`config.mk`:
```
export PLATFORM = sky130hd
export DESIGN_NAME = bitmap_block_allocator
export DESIGN_NICKNAME = d
export VERILOG_FILES = /design/src/sv/bba_pkg.sv /design/src/sv/bba_ctrl.sv /design/src/sv/bba_dp.sv /design/src/sv/bitmap_block_allocator.sv
export VERILOG_INCLUDE_DIRS = /design/src /design/src/sv
export SDC_FILE = /design/constraint.sdc
export NUM_CORES = 1
export LEC_CHECK = 0
export ABC_CLOCK_PERIOD_IN_PS = 3400
export BUFFER_PORTS_ARGS = -buffer_cell sky130_fd_sc_hd__buf_2
export CAP_MARGIN = 10
export CELL_PAD_IN_SITES_DETAIL_PLACEMENT = 1
export CELL_PAD_IN_SITES_GLOBAL_PLACEMENT = 1
export CORE_UTILIZATION = 45
export DETAILED_ROUTE_END_ITERATION = 7
export PLACE_DENSITY_LB_ADDON = 0.25
export SYNTH_ARGS = -nofsm -noshare
export SYNTH_HDL_FRONTEND = slang
export SYNTH_SLANG_ARGS = --single-unit
```
`constraint.sdc`:
```
create_clock -name clock -period 3.4 [get_ports clock]
set_input_delay 0.34 -clock clock [delete_from_list [all_inputs] [get_ports clock]]
set_output_delay 0.34 -clock clock [all_outputs]
set_load 0.02 [all_outputs]
```
`src/sv/bitmap_block_allocator_macros.svh`:
```
// Assertion macros shared by the bitmap block allocator modules.
`ifndef BITMAP_BLOCK_ALLOCATOR_MACROS_SVH
`define BITMAP_BLOCK_ALLOCATOR_MACROS_SVH

// Check a consequence in the same cycle as its cause.
`define BBA_ASSERT_SAME(label, ante, cons, msg) \
   label: assert property (@(posedge clock) disable iff (reset) (ante) |-> (cons)) \
      else $error(msg);

// Check a consequence in the cycle after its cause.
`define BBA_ASSERT_NEXT(label, ante, cons, msg) \
   label: assert property (@(posedge clock) disable iff (reset) (ante) |=> (cons)) \
      else $error(msg);

`endif

```
`src/sv/bba_pkg.sv`:
```
// Shared widths, codes and controller/datapath interface types of the block allocator.
`default_nettype none

package bba_pkg;

   // Field widths
   localparam int OP_W       = 2;
   localparam int LEN_W      = 24;
   localparam int BLK_CNT_W  = 7;
   localparam int BLK_IDX_W  = 6;
   localparam int STATUS_W   = 2;
   localparam int BSIZE_W    = 16;
   localparam int NEED_W     = LEN_W + 1;

   // Configuration port
   localparam int CSR_IDX_W  = 1;
   localparam int CSR_DATA_W = 16;
   localparam logic [CSR_IDX_W-1:0] CSR_BLOCK_SIZE    = 1'b0;
   localparam logic [CSR_IDX_W-1:0] CSR_BLOCKS_IN_USE = 1'b1;
   localparam logic [BSIZE_W-1:0]   BLOCK_SIZE_RESET    = 16'd64;
   localparam logic [BLK_CNT_W-1:0] BLOCKS_IN_USE_RESET = 7'd64;

   // Divider: one quotient bit per step
   localparam int DIV_STEPS  = LEN_W;
   localparam int DIV_CNT_W  = $clog2(DIV_STEPS);

   // Operation codes
   localparam logic [OP_W-1:0] OP_ALLOC_BYTES  = 2'd0;
   localparam logic [OP_W-1:0] OP_ALLOC_BLOCKS = 2'd1;
   localparam logic [OP_W-1:0] OP_FREE         = 2'd2;
   localparam logic [OP_W-1:0] OP_UNUSED       = 2'd3;

   // Result status codes
   localparam logic [STATUS_W-1:0] ST_GRANTED = 2'd0;
   localparam logic [STATUS_W-1:0] ST_FREED   = 2'd1;
   localparam logic [STATUS_W-1:0] ST_NOSPACE = 2'd2;
   localparam logic [STATUS_W-1:0] ST_NOTHING = 2'd3;

   // Commands from controller to datapath
   typedef struct packed {
      logic                load;
      logic                div_step;
      logic                div_round;
      logic                count_step;
      logic                ptr_clear;
      logic                grant_step;
      logic                reply;
      logic [STATUS_W-1:0] reply_status;
   } cmd_type;

   // Status from datapath to controller
   typedef struct packed {
      logic [OP_W-1:0] req_op;
      logic            div_last;
      logic            count_done;
      logic            needed_zero;
      logic            enough;
      logic            slot_free;
      logic            grant_final;
   } sts_type;

endpackage

`default_nettype wire

```
`src/sv/bba_ctrl.sv`:
```
// Sequencer of the block allocator: divide, round, count, decide, grant and reply phases.
`default_nettype none
`include "bitmap_block_allocator_macros.svh"

module bba_ctrl (
   input  wire logic            clock,
   input  wire logic            reset,
   input  wire logic            req_valid,
   output logic                 req_stall,
   input  wire bba_pkg::sts_type sts,
   output bba_pkg::cmd_type     cmd
);
   import bba_pkg::*;

   localparam logic [2:0] S_IDLE   = 3'd0;
   localparam logic [2:0] S_DIVIDE = 3'd1;
   localparam logic [2:0] S_ROUND  = 3'd2;
   localparam logic [2:0] S_COUNT  = 3'd3;
   localparam logic [2:0] S_DECIDE = 3'd4;
   localparam logic [2:0] S_GRANT  = 3'd5;
   localparam logic [2:0] S_REPLY  = 3'd6;

   logic [2:0]          state_ff, state_in;
   logic [STATUS_W-1:0] reply_status_ff, reply_status_in;

   // Take a new transaction only between operations
   assign req_stall = (state_ff != S_IDLE);

   // Next state and commands
   always_comb begin
      state_in         = state_ff;
      reply_status_in  = reply_status_ff;
      cmd              = '0;
      cmd.reply_status = reply_status_ff;
      unique case (state_ff)
         S_IDLE: begin
            if (req_valid) begin
               cmd.load = 1'b1;
               unique case (sts.req_op)
                  OP_ALLOC_BYTES:  state_in = S_DIVIDE;
                  OP_ALLOC_BLOCKS: state_in = S_COUNT;
                  OP_FREE: begin
                     state_in        = S_REPLY;
                     reply_status_in = ST_FREED;
                  end
                  default:         state_in = S_IDLE;
               endcase
            end
         end
         S_DIVIDE: begin
            cmd.div_step = 1'b1;
            if (sts.div_last) state_in = S_ROUND;
         end
         S_ROUND: begin
            cmd.div_round = 1'b1;
            state_in      = S_COUNT;
         end
         S_COUNT: begin
            if (sts.count_done) begin
               state_in = S_DECIDE;
            end else begin
               cmd.count_step = 1'b1;
            end
         end
         S_DECIDE: begin
            priority if (sts.needed_zero) begin
               state_in        = S_REPLY;
               reply_status_in = ST_NOTHING;
            end else if (!sts.enough) begin
               state_in        = S_REPLY;
               reply_status_in = ST_NOSPACE;
            end else begin
               cmd.ptr_clear = 1'b1;
               state_in      = S_GRANT;
            end
         end
         S_GRANT: begin
            cmd.grant_step = 1'b1;
            if (sts.slot_free && sts.grant_final) state_in = S_IDLE;
         end
         S_REPLY: begin
            if (sts.slot_free) begin
               cmd.reply = 1'b1;
               state_in  = S_IDLE;
            end
         end
         default: state_in = S_IDLE;
      endcase
   end

   // Hold state
   always_ff @(posedge clock) begin
      if (reset) begin
         state_ff        <= S_IDLE;
         reply_status_ff <= ST_FREED;
      end else begin
         state_ff        <= state_in;
         reply_status_ff <= reply_status_in;
      end
   end

   `BBA_ASSERT_NEXT(a_div_to_round, state_ff == S_DIVIDE && sts.div_last, state_ff == S_ROUND, "divider did not finish after its last step")
   `BBA_ASSERT_NEXT(a_nospace_reply, state_ff == S_DECIDE && !sts.needed_zero && !sts.enough, state_ff == S_REPLY && reply_status_ff == ST_NOSPACE, "short allocation did not reply insufficient space")
   `BBA_ASSERT_NEXT(a_grant_end, state_ff == S_GRANT && sts.slot_free && sts.grant_final, state_ff == S_IDLE && !req_stall, "allocator did not return to idle after last grant")

endmodule

`default_nettype wire

```
`src/sv/bba_dp.sv`:
```
// Datapath of the block allocator: used map, divider, scan counters, config and result register.
`default_nettype none
`include "bitmap_block_allocator_macros.svh"

module bba_dp #(
   parameter int NUM_BLOCKS = 64
) (
   input  wire logic                              clock,
   input  wire logic                              reset,
   input  wire logic                              csr_valid,
   input  wire logic [bba_pkg::CSR_IDX_W-1:0]     csr_index,
   input  wire logic [bba_pkg::CSR_DATA_W-1:0]    csr_data,
   input  wire logic [bba_pkg::OP_W-1:0]          req_operation,
   input  wire logic [bba_pkg::LEN_W-1:0]         req_byte_length,
   input  wire logic [bba_pkg::BLK_CNT_W-1:0]     req_block_count,
   input  wire logic [bba_pkg::BLK_IDX_W-1:0]     req_block_index,
   input  wire logic                              rsp_stall,
   output logic                                   rsp_valid,
   output logic [bba_pkg::BLK_IDX_W-1:0]          rsp_block_number,
   output logic [bba_pkg::STATUS_W-1:0]           rsp_status,
   output logic                                   rsp_last,
   input  wire bba_pkg::cmd_type                  cmd,
   output bba_pkg::sts_type                       sts
);
   import bba_pkg::*;

   localparam int IDX_W = $clog2(NUM_BLOCKS);
   localparam int CNT_W = $clog2(NUM_BLOCKS + 1);

   // Configuration registers
   logic [BSIZE_W-1:0]   block_size_ff;
   logic [BLK_CNT_W-1:0] blocks_in_use_ff;

   // Operation registers
   logic [OP_W-1:0]      op_ff, op_in;
   logic [BLK_IDX_W-1:0] idx_ff, idx_in;
   logic [BSIZE_W-1:0]   rem_ff, rem_in;
   logic [LEN_W-1:0]     dq_ff, dq_in;
   logic [DIV_CNT_W-1:0] step_ff, step_in;
   logic [NEED_W-1:0]    needed_ff, needed_in;
   logic [CNT_W-1:0]     ptr_ff, ptr_in;
   logic [CNT_W-1:0]     free_cnt_ff, free_cnt_in;
   logic [CNT_W-1:0]     k_ff, k_in;
   logic [NUM_BLOCKS-1:0] map_ff, map_in;

   // Result register
   logic                 rsp_valid_ff, rsp_valid_in;
   logic [BLK_IDX_W-1:0] rsp_number_ff, rsp_number_in;
   logic [STATUS_W-1:0]  rsp_status_ff, rsp_status_in;
   logic                 rsp_last_ff, rsp_last_in;

   logic [BSIZE_W-1:0]   bs_eff;
   logic [BSIZE_W:0]     rem_sh;
   logic [BSIZE_W:0]     rem_diff;
   logic                 rem_ge;
   logic [CNT_W-1:0]     lim;
   logic [IDX_W-1:0]     ptr_idx;
   logic                 map_bit;
   logic                 slot_free;
   logic                 grant_go;
   logic                 grant_last;
   logic                 free_in_range;

   // Write configuration
   always_ff @(posedge clock) begin
      if (reset) begin
         block_size_ff    <= BLOCK_SIZE_RESET;
         blocks_in_use_ff <= BLOCKS_IN_USE_RESET;
      end else if (csr_valid) begin
         unique case (csr_index)
            CSR_BLOCK_SIZE:    block_size_ff    <= csr_data;
            CSR_BLOCKS_IN_USE: blocks_in_use_ff <= csr_data[BLK_CNT_W-1:0];
            default: ;
         endcase
      end
   end

   // Clamp block size and scan limit
   assign bs_eff = (block_size_ff == '0) ? BSIZE_W'(1) : block_size_ff;
   always_comb begin
      if (blocks_in_use_ff > BLK_CNT_W'(NUM_BLOCKS)) begin
         lim = CNT_W'(NUM_BLOCKS);
      end else begin
         lim = blocks_in_use_ff[CNT_W-1:0];
      end
   end

   // One restoring division step
   assign rem_sh   = {rem_ff, dq_ff[LEN_W-1]};
   assign rem_ge   = (rem_sh >= {1'b0, bs_eff});
   assign rem_diff = rem_sh - {1'b0, bs_eff};

   // Map bit under the scan pointer
   assign ptr_idx    = ptr_ff[IDX_W-1:0];
   assign map_bit    = map_ff[ptr_idx];
   assign slot_free  = !rsp_valid_ff || !rsp_stall;
   assign grant_go   = cmd.grant_step && slot_free;
   assign grant_last = ((NEED_W'(k_ff) + NEED_W'(1)) == needed_ff);
   assign free_in_range = (BLK_CNT_W'(idx_ff) < BLK_CNT_W'(NUM_BLOCKS));

   // Next values of the operation registers and the map
   always_comb begin
      op_in       = op_ff;
      idx_in      = idx_ff;
      rem_in      = rem_ff;
      dq_in       = dq_ff;
      step_in     = step_ff;
      needed_in   = needed_ff;
      ptr_in      = ptr_ff;
      free_cnt_in = free_cnt_ff;
      k_in        = k_ff;
      map_in      = map_ff;

      if (cmd.load) begin
         op_in       = req_operation;
         idx_in      = req_block_index;
         rem_in      = '0;
         dq_in       = req_byte_length;
         step_in     = '0;
         needed_in   = NEED_W'(req_block_count);
         ptr_in      = '0;
         free_cnt_in = '0;
         k_in        = '0;
      end
      if (cmd.div_step) begin
         rem_in  = rem_ge ? rem_diff[BSIZE_W-1:0] : rem_sh[BSIZE_W-1:0];
         dq_in   = {dq_ff[LEN_W-2:0], rem_ge};
         step_in = step_ff + 1'b1;
      end
      // round the quotient up when a remainder is left
      if (cmd.div_round) begin
         needed_in = NEED_W'(dq_ff) + NEED_W'(rem_ff != '0);
      end
      if (cmd.count_step && (ptr_ff < lim)) begin
         free_cnt_in = free_cnt_ff + CNT_W'(!map_bit);
         ptr_in      = ptr_ff + 1'b1;
      end
      if (cmd.ptr_clear) begin
         ptr_in = '0;
      end
      if (grant_go) begin
         ptr_in = ptr_ff + 1'b1;
         if (!map_bit) begin
            map_in[ptr_idx] = 1'b1;
            k_in            = k_ff + 1'b1;
         end
      end
      // release one block on a free reply
      if (cmd.reply && (op_ff == OP_FREE) && free_in_range) begin
         map_in[idx_ff[IDX_W-1:0]] = 1'b0;
      end
   end

   // Next values of the result register
   always_comb begin
      rsp_valid_in  = rsp_valid_ff && rsp_stall;
      rsp_number_in = rsp_number_ff;
      rsp_status_in = rsp_status_ff;
      rsp_last_in   = rsp_last_ff;
      priority if (grant_go && !map_bit) begin
         rsp_valid_in  = 1'b1;
         rsp_number_in = BLK_IDX_W'(ptr_idx);
         rsp_status_in = ST_GRANTED;
         rsp_last_in   = grant_last;
      end else if (cmd.reply) begin
         rsp_valid_in  = 1'b1;
         rsp_number_in = (cmd.reply_status == ST_FREED) ? idx_ff : '0;
         rsp_status_in = cmd.reply_status;
         rsp_last_in   = 1'b1;
      end
   end

   // Hold control registers
   always_ff @(posedge clock) begin
      if (reset) begin
         map_ff       <= '0;
         rsp_valid_ff <= 1'b0;
         step_ff      <= '0;
         ptr_ff       <= '0;
         free_cnt_ff  <= '0;
         k_ff         <= '0;
         op_ff        <= OP_UNUSED;
      end else begin
         map_ff       <= map_in;
         rsp_valid_ff <= rsp_valid_in;
         step_ff      <= step_in;
         ptr_ff       <= ptr_in;
         free_cnt_ff  <= free_cnt_in;
         k_ff         <= k_in;
         op_ff        <= op_in;
      end
   end

   // Hold payload registers
   always_ff @(posedge clock) begin
      idx_ff        <= idx_in;
      rem_ff        <= rem_in;
      dq_ff         <= dq_in;
      needed_ff     <= needed_in;
      rsp_number_ff <= rsp_number_in;
      rsp_status_ff <= rsp_status_in;
      rsp_last_ff   <= rsp_last_in;
   end

   assign rsp_valid        = rsp_valid_ff;
   assign rsp_block_number = rsp_number_ff;
   assign rsp_status       = rsp_status_ff;
   assign rsp_last         = rsp_last_ff;

   // Status toward the controller
   always_comb begin
      sts.req_op      = req_operation;
      sts.div_last    = (step_ff == DIV_CNT_W'(DIV_STEPS - 1));
      sts.count_done  = (ptr_ff >= lim);
      sts.needed_zero = (needed_ff == '0);
      sts.enough      = (NEED_W'(free_cnt_ff) >= needed_ff);
      sts.slot_free   = slot_free;
      sts.grant_final = !map_bit && grant_last;
   end

   `BBA_ASSERT_SAME(a_grant_in_limit, grant_go, ptr_ff < lim, "grant scan ran past the scan limit")
   `BBA_ASSERT_SAME(a_single_is_last, rsp_valid_ff && rsp_status_ff != ST_GRANTED, rsp_last_ff, "single result without last")
   `BBA_ASSERT_NEXT(a_grant_counts, grant_go && !map_bit, k_ff == $past(k_ff) + 1'b1, "grant count did not advance")

endmodule

`default_nettype wire

```
`src/sv/bitmap_block_allocator.sv`:
```
// Top level of the bitmap first-fit block allocator.
// Keeps one used bit per block (all free after reset) and serves one transaction at a time.
// A free transaction goes straight to its reply state. An allocate by block count first counts the free
// blocks one map bit per cycle (over blocks_in_use blocks, at most NUM_BLOCKS), then decides,
// then scans again one bit per cycle, emitting each granted block as it is found; the grant
// scan pauses while the result register is stalled. An allocate by bytes first runs the
// radix-2 divider, which turns the byte length into a block count rounded up. A zero-block
// or too-large request returns a single result after the counting pass. Configuration writes
// are always taken and must be issued only while no transaction is in progress.
`default_nettype none

module bitmap_block_allocator #(
   parameter int NUM_BLOCKS = 64
) (
   input  wire logic                              clock,
   input  wire logic                              reset,
   input  wire logic                              csr_valid,
   output logic                                   csr_ready,
   input  wire logic [bba_pkg::CSR_IDX_W-1:0]     csr_index,
   input  wire logic [bba_pkg::CSR_DATA_W-1:0]    csr_data,
   input  wire logic                              req_valid,
   output logic                                   req_stall,
   input  wire logic [bba_pkg::OP_W-1:0]          req_operation,
   input  wire logic [bba_pkg::LEN_W-1:0]         req_byte_length,
   input  wire logic [bba_pkg::BLK_CNT_W-1:0]     req_block_count,
   input  wire logic [bba_pkg::BLK_IDX_W-1:0]     req_block_index,
   output logic                                   rsp_valid,
   input  wire logic                              rsp_stall,
   output logic [bba_pkg::BLK_IDX_W-1:0]          rsp_block_number,
   output logic [bba_pkg::STATUS_W-1:0]           rsp_status,
   output logic                                   rsp_last
);
   import bba_pkg::*;

   cmd_type cmd;
   sts_type sts;

   // Accept every configuration write
   assign csr_ready = 1'b1;

   bba_ctrl u_ctrl (
      .clock     (clock),
      .reset     (reset),
      .req_valid (req_valid),
      .req_stall (req_stall),
      .sts       (sts),
      .cmd       (cmd)
   );

   bba_dp #(
      .NUM_BLOCKS (NUM_BLOCKS)
   ) u_dp (
      .clock            (clock),
      .reset            (reset),
      .csr_valid        (csr_valid),
      .csr_index        (csr_index),
      .csr_data         (csr_data),
      .req_operation    (req_operation),
      .req_byte_length  (req_byte_length),
      .req_block_count  (req_block_count),
      .req_block_index  (req_block_index),
      .rsp_stall        (rsp_stall),
      .rsp_valid        (rsp_valid),
      .rsp_block_number (rsp_block_number),
      .rsp_status       (rsp_status),
      .rsp_last         (rsp_last),
      .cmd              (cmd),
      .sts              (sts)
   );

endmodule

`default_nettype wire
```
==> metrics.yaml, run 1 <==
yosys:
  synth.most_common_cell: "nor2_1"
  ys_async_sr_fraction_pct: 0
  synth_common_cells: "263 x nor2_1, 181 x nand2_1, 123 x dfxtp_1, 78 x edfxtp_1, 78 x nor4_1"
  synth_nets: 1391
  netlist_area_sq_um: 11000
  yosysUniqueCellTypes: 72
  synth_area_per_cell_sq_um: 8.51
  synth_top_cell_by_area: "dfxtp_1"
  ys_seq_elements: 201
  synth_top_area_share_pct: 22.5
  ys_warn_count: 0
  ys_dominant_reg_cell: "dfxtp_1"
  synth.area.top_cells: "dfxtp_1 22%, edfxtp_1 21%, nor2_1 9.0%"
  seq_area_frac_synth_pct: 43.8
  synth_edf_count: 78
  syn_inst: 1288
place:
  dpl_cell_area_sq_um: 11800
  place_congestion: 0.885
  dp_slack_ns: 0.100
  hpwl_um: 23100
  io_buffers: 71
detailed_routing:
  wl_per_cell_um: 19.5
  via_per_inst: 5.80
  routed_wl_um: 33400
  remaining_drc_errors: 0
  dr.pass1.iters: 5
  drt.antenna.violating_nets: 0
  drt_iter0_drc: 632
  dr_total_vias: 9949
setup_path:
  end_kind: "flop"
  crit_fanout: 14
  start_kind: "flop"
  critPathRequiredTime_ns: 3.86
  critPathKind: "flop to flop"
  cp.arrival_ns: 3.75
clock_network:
  h-tree-depth: 1
  cts_tree: "done"
  clk_latency_ns: 0.53
  clkSinkCount: 201
  numCtsBuffers: 24
  cts-root-buf: "clkbuf_16"
  clkSlewWorstSetupHoldPaths_ns: 0.06
  clock_path_buffers: 3
sta:
  post-route-period-util_pct: 96.8
  finalHoldViolCount: 0
  slew_headroom_pct: 32.1
  setup_viol: 0
  fin_ws_ns: 0.109
  fin_skew_ns: 0.0145
  layout_min_cycle_time_ns: 3.29
  worst_pin_slew_ns: 1.01
  fmax_mhz: 304
  timing.hold.ws_ns: 0.0437
  slew_viol_final: 0
pwr:
  p_leak_nw: 4.70
  powerDensity_nw_per_um2: 727
  peakVddDrop_v: 0.000449
global_route:
  grt_pass1_wl_um: 53300
  grt_max_degree: 79
  grt_pass1_vias: 10100
  grt_overflow: 0
  antenna_found_initial: 0
  grt_util_all_layers_pct: 27.2
floorplan:
  rows: 56
  core_sq_um: 23700
  die_w_um: 158
  die_h_um: 158
  design.portCount: 73
  die_area_sq_um: 25000
  start_util_pct: 46.3
finish:
  synthToLayoutAreaGrowth_pct: 15.8
  drive_gt1_share_pct: 13.8
  final_area_sq_um: 12700
  num-nets-final: 1482
  fin_util_pct: 53.6
  antenna_cells: 0
run_status:
  status: "finished, final reports clean"
hold_path:
  hp-class: "input port to flop"
flow_run:
  drv_cap: 0
-- cells in the final DEF (no fill, tap or decap), types with 7 or more instances in the layout --
master / count
ha_1: 41
buf_4: 42
nor2b_1: 13
a21o_1: 10
edfxtp_1: 78
nor4_1: 78
xor2_1: 22
o21ai_0: 39
nand2_1: 180
xnor2_1: 23
mux2_2: 7
nor3_1: 21
nand3b_1: 10
inv_1: 48
clkbuf_16: 24
nand3_1: 41
nand4_1: 12
clkbuf_1: 7
dfxtp_1: 121
nand2b_1: 9
and3_1: 9
nor2_1: 263
mux2i_1: 26
buf_2: 70
a21oi_1: 57
-- flip-flops by register name, indices dropped and copies added, names as in the netlist, 3 cells and up --
| name | count |
|---|---|
| u_dp.block_size_ff | 16 |
| u_dp.blocks_in_use_ff | 7 |
| u_dp.rsp_block_number | 6 |
| u_dp.k_ff | 7 |
| u_dp.map_ff | 64 |
| u_dp.step_ff | 5 |
| u_dp.idx_ff | 6 |
| u_dp.needed_ff | 25 |
| u_dp.free_cnt_ff | 7 |
| u_ctrl.state_ff | 3 |
| u_dp.rem_ff | 16 |
| u_dp.dq_ff | 24 |
| u_dp.ptr_ff | 7 |
-- critical path: stages (launching register included) --
cell,delay (ns)
dfxtp_2,0.41
buf_12,0.16
inv_1,0.17
buf_4,0.22
o211ai_1,0.25
o21ai_0,0.16
a311oi_2,0.51
or4_4,0.32
buf_4,0.19
nor3b_1,0.52
o21ai_0,0.19
o21ai_1,0.10
-- path summary, 6_finish.rpt --
path | depth (start not counted) | slack (ns) | to | startpoint
worst max-delay path | 11 | 0.11 | u_dp.k_ff[4] | u_dp.ptr_ff[0]
worst min-delay path | 3 | 0.04 | u_dp.block_size_ff[12] | csr_data[12]
worst max register to register | 11 | 0.11 | u_dp.k_ff[4] | u_dp.ptr_ff[0]
worst min register to register | 2 | 0.46 | u_dp.blocks_in_use_ff[0] | u_dp.blocks_in_use_ff[0]
-- cells by family after synthesis --
group	share of synthesized area, %
AO/OA/AOI/OAI	9.94
XOR/XNOR	3.60
adder cells (fa/ha/maj)	4.86
buffers and inverters	4.01
flip-flops	43.8
multiplexers	4.46
other	0.0342
AND/OR/NAND/NOR	29.3
-- layout make-up --
cell class	instances	area (sq um)
inverters	49	184
clock inverters	9	85.1
well taps	319	399
clock buffers	34	668
repair buffers	122	788
multi-input cells	981	5760
flip-flops and latches	201	4810
fillers	2836	11000
-- stage by stage --
stage / TNS (ns) / power (W) / std cells
after CTS: 0 / 0.00923 / 1706
after detailed placement: 0 / 0.00670 / 1656
after global routing: -0.00639 / 0.00973 / 1715
after floorplan: 0 / 0.00569 / 1288
after global placement: 0 / 0.00655 / 1656
final: 0 / 0.00923 / 1715
-- power by group --
part | switching [W] | internal [W]
registers | 0.000442 | 0.00318
logic | 0.00191 | 0.00119
clock network | 0.00105 | 0.00145
total | 0.00340 | 0.00582
-- routing by layer --
layer,GRT usage (%),routed length (um)
met4,10.3,1250
met2,48.1,16400
met5,0,0
met3,3.67,1400
met1,33.5,14300
-- timing repair --
action                     4_1_cts  5_1_grt
gates resized for setup          0       11
pin swaps                        2        4
gates cloned                     0        1
setup endpoints to repair        2       38
setup buffers                    1        8
hold endpoints to repair         6        0
hold buffers                     6        0
Note: power is estimated with default switching activity, not from simulation.
==> run 2, diff against run 1 <==
Settings changed: ABC_CLOCK_PERIOD_IN_PS 3400 to 3530, PLACE_DENSITY_LB_ADDON 0.25 to 0.15.
Clock period 3.4 ns to 3.53 ns, I/O delays scaled along.
==> run 2 against run 1 <==
  * Worst hold slack got worse by 0.029 ns
  * Worst setup slack got worse by 0.046 ns
  * Global-route usage fell by 0.31 points
  * Clock skew is 0.0033 ns higher
  * Fmax is 5.1% lower
  * Sequential power down 4%
==> metrics.yaml, run 2 (synthesis gave the netlist of run 1 again) <==
run_status:
  status: "finished, final reports clean"
floorplan:
  core_sq_um: 23700  # unchanged
  rows: 56  # unchanged
  die_w_um: 158  # unchanged
  die_h_um: 158  # unchanged
  start_util_pct: 46.3  # unchanged
  die_area_sq_um: 25000  # unchanged
  design.portCount: 73  # unchanged
setup_path:
  critPathKind: "flop to flop"
  start_kind: "flop"
  rrSetupSlack_ns: 0.06  # -0.05 ns
  critPathRequiredTime_ns: 3.96  # +0.10 ns
  cp.arrival_ns: 3.90  # +0.15 ns
  end_kind: "flop"
  crit_fanout: 11  # -3
finish:
  num-nets-final: 1477  # -0.34%
  reg_top3: "u_dp.map_ff x64, u_dp.needed_ff x25, u_dp.dq_ff x24"
  synthToLayoutAreaGrowth_pct: 15.3
  final_cell_mix: "263 x nor2_1, 180 x nand2_1, 120 x dfxtp_1"
  antenna_cells: 0  # unchanged
  drive_gt1_share_pct: 13.7  # -0.094 points
  largest-register: "u_dp.map_ff"
  final_common_cell: "nor2_1"
  largest_reg_flops: 64  # unchanged
place:
  place_congestion: 0.831  # -6.1%
  hpwl_um: 23200  # +0.37%
  io_buffers: 71  # unchanged
  dp_slack_ns: -0.0136  # -0.114 ns
sta:
  fmax_mhz: 288  # -5.1%
  post-route-period-util_pct: 98.2  # +1.4 points
  layout_min_cycle_time_ns: 3.47  # +0.176 ns
  fin_ws_ns: 0.0627  # -0.0461 ns
  slew_headroom_pct: 15.6  # -16 points
  fin_skew_ns: 0.0177  # +0.00329 ns
  worst_pin_slew_ns: 1.26  # +0.241 ns
  setup_viol: 0  # unchanged
  setup_tns_ns: 0  # unchanged
  slew_viol_final: 0  # unchanged
  finalHoldViolCount: 0  # unchanged
global_route:
  grt_overflow: 0  # unchanged
  grt_pass1_wl_um: 52400  # -1.6%
  grt_util_all_layers_pct: 26.9  # -0.31 points
  antenna_found_initial: 0  # unchanged
  grt_max_degree: 82  # +3.8%
  grt_pass1_vias: 9887  # -2.4%
clock_network:
  numCtsBuffers: 24  # unchanged
  clkSlewWorstSetupHoldPaths_ns: 0.06  # about the same
  clkSinkCount: 201  # unchanged
  clock_path_buffers: 3  # unchanged
  clk_latency_ns: 0.53  # about the same
  cts-root-buf: "clkbuf_16"
  cts_tree: "done"
  h-tree-depth: 1  # unchanged
detailed_routing:
  drt.antenna.violating_nets: 0  # unchanged
  dr_total_vias: 9762  # -1.9%
  dr.pass1.iters: 5  # unchanged
  routed_wl_um: 33000  # -1.2%
  wl_per_cell_um: 19.3  # -0.92%
  drt_iter0_drc: 558  # -12%
  via_per_inst: 5.71  # -1.6%
  remaining_drc_errors: 0  # unchanged
pwr:
  p_total_w: 0.00886  # -4.0%
  powerDensity_nw_per_um2: 701  # -3.6%
  p_leak_nw: 4.69  # -0.16%
  peakVddDrop_v: 0.000744  # +66%
hold_path:
  hp-class: "input port to flop"
flow_run:
  drv_cap: 0  # unchanged
run 2: changes by cell type in the layout (fill, tap and decap cells not counted), sizes merged:
cell and delta:
dlygate4sd3 -5, bufinv -1, clkinvlp -1, clkinv -1, clkbuf +3
run 2: report_power, final:
| part | internal (W) | switching, W |
|---|---|---|
| logic | 0.00113 | 0.00183 |
| registers | 0.00307 | 0.000414 |
| clock network | 0.00142 | 0.00100 |
| total | 0.00562 | 0.00324 |
run 2: stage by stage:
stage               instances  util, %  area [sq um]  hold slack (ns)
floorplan                1288        -         11000            0.432
global placement         1654     49.6         11700            0.443
detailed placement       1654     49.6         11700            0.446
CTS                      1700     53.0         12500          0.00528
global route             1710     53.4         12600          0.00663
finish                   1710     53.4         12600           0.0149
run 2: path summary, 6_finish.rpt:
kind / start / endpoint / cells after the start
min reg2reg: u_dp.blocks_in_use_ff[0] / u_dp.blocks_in_use_ff[0] / 2
max: u_dp.ptr_ff[2] / u_dp.map_ff[2] / 11
min: req_block_index[2] / u_dp.idx_ff[2] / 1
max reg2reg: u_dp.ptr_ff[2] / u_dp.map_ff[2] / 11
run 2: final cells by class:
cell class / instances / area (sq um)
clock buffers: 37 / 724
clock inverters: 6 / 45.0
fillers: 2865 / 11000
inverters: 49 / 184
multi-input cells: 981 / 5740
flip-flops and latches: 201 / 4810
well taps: 319 / 399
repair buffers: 117 / 743
run 2: worst max-delay path: stages (launching register included):
cell and delay [ns]:
dfxtp_2 0.41, buf_4 0.23, mux2i_1 0.21, nor3_1 0.05, a2111oi_0 0.71, a311oi_2 0.17, or4_4 0.65, buf_12 0.18
nor4_4 0.27, buf_4 0.20, nor2_1 0.04, nor4_1 0.23
run 2: per-layer routing:
layer	vias to the layer above	GRT usage [%]	part of all wire, %
met2	232	46.7	48
li1	4712	-	-
met3	62	2.96	4.0
met5	-	0	0
met4	0	9.43	2.9
met1	4756	34.6	45
run 2: repair_timing:
action / CTS / global route
buffers inserted: 2 / 9
hold endpoints to repair: 1 / 0
setup endpoints to repair: 9 / 8
cloned: 0 / 1
hold buffers: 1 / 0
pin swaps: 1 / 1
gates resized for setup: 1 / 4
==> run 3, diff against run 2 <==
Settings changed: ABC_AREA set to 1, SLEW_MARGIN set to 30.
==> run 3 against run 2 <==
  * Global-route usage up 1.5 points
  * Final cell count increased by 10%
  * Critical path type unchanged
  * Synthesized area grew 0.76%
  * Fmax grew 13%
  * Critical path depth is 4 higher
  * Via count grew 8.4%
  * Highest routed layer unchanged
  * Sequential share of layout area fell by 0.13 points
  * Non-clock buffer count down 6
  * Largest power group unchanged
  * Die area is 0.75% higher
==> metrics.yaml, run 3 <==
detailed_routing:
  drt_iter0_drc: 609  # +9.1%
  dr_total_vias: 10600  # +8.4%
  routed_wl_um: 34400  # +4.2%
  drt.antenna.violating_nets: 0  # unchanged
  wl_per_cell_um: 18.3  # -5.2%
  remaining_drc_errors: 0  # unchanged
  via_per_inst: 5.63  # -1.4%
  dr.pass1.iters: 5  # unchanged
finish:
  num-nets-final: 1647  # +12%
  reg_top3: "u_dp.map_ff x64, u_dp.needed_ff x25, u_dp.dq_ff x24"
  largest_reg_flops: 64  # unchanged
  largest-register: "u_dp.map_ff"
  num-fill-cells: 3020  # +5.4%
  drive_gt1_share_pct: 10.7  # -3.0 points
  antenna_cells: 0  # unchanged
  synthToLayoutAreaGrowth_pct: 14.7
  final_common_cell: "nand2_1"
  final_cell_mix: "389 x nand2_1, 131 x inv_1, 123 x nor2_1, 123 x dfxtp_1, 119 x o21ai_0"
yosys:
  ys_warn_count: 0  # unchanged
  synth.most_common_cell: "nand2_1"
  synth_top_cell_by_area: "dfxtp_1"
  syn_inst: 1466  # +14%
  netlist_area_sq_um: 11000  # +0.76%
  ys_async_sr_fraction_pct: 0  # unchanged
  synth_edf_count: 78  # unchanged
  synth_area_per_cell_sq_um: 7.53  # -11%
  synth_top_area_share_pct: 22.3  # -0.17 points
  seq_area_frac_synth_pct: 43.5  # -0.33 points
  synth_common_cells: "389 x nand2_1, 131 x inv_1, 123 x dfxtp_1, 123 x nor2_1, 119 x o21ai_0"
  synth_nets: 1569  # +13%
  synth.area.top_cells: "dfxtp_1 22%, edfxtp_1 21%, nand2_1 13%"
  yosysUniqueCellTypes: 46  # -36%
  ys_seq_elements: 201  # unchanged
  ys_dominant_reg_cell: "dfxtp_1"
setup_path:
  cp_cell_sequence: "nor4_1, nand4_1, ha_1, ha_1, nand3_1, nor2_1, nand4_1, nor2_1, nand3_1, nor3_1, nand2_1, nor2_2, inv_1, o21ai_0, a21oi_1"
  start_kind: "flop"
  end_kind: "flop"
  cp.arrival_ns: 3.33  # -0.57 ns
  critPathRequiredTime_ns: 3.80  # -0.16 ns
  r2r-start: "u_dp.rem_ff[0]"
  slowest_stage: "edfxtp_1"
  critPathKind: "flop to flop"
  rrSetupSlack_ns: 0.47  # +0.41 ns
  crit_fanout: 5  # -6
  max_stage_delay_ns: 0.42  # -0.29 ns
  crit_start: "u_dp.rem_ff[0]"
global_route:
  grt_pass1_wl_um: 56300  # +7.5%
  grt_max_degree: 53  # -35%
  gr-usage-met3_pct: 2.80  # -0.15 points
  antenna_found_initial: 0  # unchanged
  busiest_layer: "met2"
  grt_util_all_layers_pct: 28.4  # +1.5 points
  use_met2_pct: 49.0  # +2.3 points
  grtUsageMet1_pct: 37.9  # +3.3 points
  grt_overflow: 0  # unchanged
  grt_pass1_vias: 10800  # +9.7%
floorplan:
  die_w_um: 159  # +0.38%
  core_sq_um: 23800  # +0.30%
  start_util_pct: 46.5  # +0.22 points
  die_area_sq_um: 25200  # +0.75%
  die_h_um: 159  # +0.38%
  rows: 56  # unchanged
  design.portCount: 73  # unchanged
flow_run:
  drv_cap: 0  # unchanged
clock_network:
  cts_setup_buffers: 0  # -2
  clock_path_buffers: 3  # unchanged
  h-tree-depth: 1  # unchanged
  cts-root-buf: "clkbuf_16"
  cts_resized: 0  # -1
  clk_latency_ns: 0.52  # about the same
  clkSinkCount: 201  # unchanged
  numCtsBuffers: 24  # unchanged
  cts_tree: "done"
  clkSlewWorstSetupHoldPaths_ns: 0.06  # about the same
place:
  hpwl_um: 24300  # +4.7%
  place_congestion: 0.875  # +5.3%
  io_buffers: 71  # unchanged
  dp_slack_ns: 0.466  # +0.479 ns
sta:
  worst_pin_slew_ns: 0.839  # -0.417 ns
  finalHoldViolCount: 0  # unchanged
  slew_headroom_pct: 44.0  # +28 points
  fin_ws_ns: 0.472  # +0.409 ns
  layout_min_cycle_time_ns: 3.06  # -0.409 ns
  rsz0062_at_grt: "no"
  setup_viol: 0  # unchanged
  setup_tns_ns: 0  # unchanged
  post-route-period-util_pct: 86.6  # -12 points
  slew_viol_final: 0  # unchanged
  fin_skew_ns: 0.0119  # -0.00581 ns
  fmax_mhz: 327  # +13%
pwr:
  p_leak_nw: 5.43  # +16%
  powerDensity_nw_per_um2: 736  # +5.0%
  peakVddDrop_v: 0.000482  # -35%
hold_path:
  min_from: "req_block_index[3]"
  hp-class: "input port to flop"
run_status:
  status: "finished, final reports clean"
-- run 3: cell families (layout without fill, tap and decap cells) --
kind of cell | count (synthesis) | after routing | synth area share (%)
other cells | 1 | 1 | 0.0340
simple gates | 673 | 673 | 25.8
compound gates | 333 | 333 | 17.2
buf+inv | 196 | 292 | 7.14
flops | 201 | 201 | 43.5
xor+xnor | 20 | 20 | 1.59
fa+ha+maj | 42 | 42 | 4.83
-- run 3: power breakdown --
| part | total (W) | switching [W] | internal [W] | leakage (nW) |
|---|---|---|---|---|
| clock | 0.00256 | 0.000984 | 0.00157 | 0.399 |
| combinational | 0.00322 | 0.00223 | 0.000989 | 3.27 |
| sequential | 0.00356 | 0.000415 | 0.00314 | 1.76 |
-- run 3: per-layer routing --
metal | wire length [um] | part of all wire (%)
met4 | 762 | 2.2
met5 | 0 | 0
met3 | 1160 | 3.4
met1 | 15900 | 46
met2 | 16600 | 48
-- run 3: cell type report --
cell class              count  area, sq um  share of cell area, %
multi-input cells        1069         5470                   43.2
clock buffers              35          693                   5.47
inverters                 137          517                   4.08
clock inverters             9          118                  0.928
flip-flops and latches    201         4800                   37.9
well taps                 319          399                   3.15
repair buffers            111          671                   5.29
-- run 3: critical path: cells and delay by family (launching register included) --
| kind | cells | cell delay (ns) |
|---|---|---|
| adders and majority gates | 2 | 0.41 |
| buffers and inverters | 1 | 0.09 |
| DFF | 1 | 0.42 |
| and+or+nand+nor | 10 | 1.66 |
| AOI/OAI and AO/OA | 2 | 0.22 |
-- run 3: repair_timing --
| action | in CTS | in global routing |
|---|---|---|
| hold buffers | 0 | 1 |
| endpoints found under the setup margin | 0 | 0 |
| endpoints found under the hold margin | 0 | 1 |
-- run 3: through the flow --
stage / util, % / instances / cell area, sq um / total power, W / hold slack, ns
after floorplan: - / 1466 / 11000 / 0.00570 / 0.428
after global placement: 49.9 / 1836 / 11800 / 0.00665 / 0.450
after detailed placement: 49.9 / 1836 / 11800 / 0.00678 / 0.459
after CTS: 53.3 / 1880 / 12700 / 0.00938 / 0.00584
after global routing: 53.4 / 1881 / 12700 / 0.00995 / 0.00749
final: 53.4 / 1881 / 12700 / 0.00933 / 0.0170
-- run 3: path summary, 6_finish.rpt --
kind	end	depth (start not counted)
worst max register to register	u_dp.needed_ff[18]	15
worst min-delay path	u_dp.idx_ff[3]	1
worst min register to register	u_dp.free_cnt_ff[6]	1
worst max-delay path	u_dp.needed_ff[18]	15
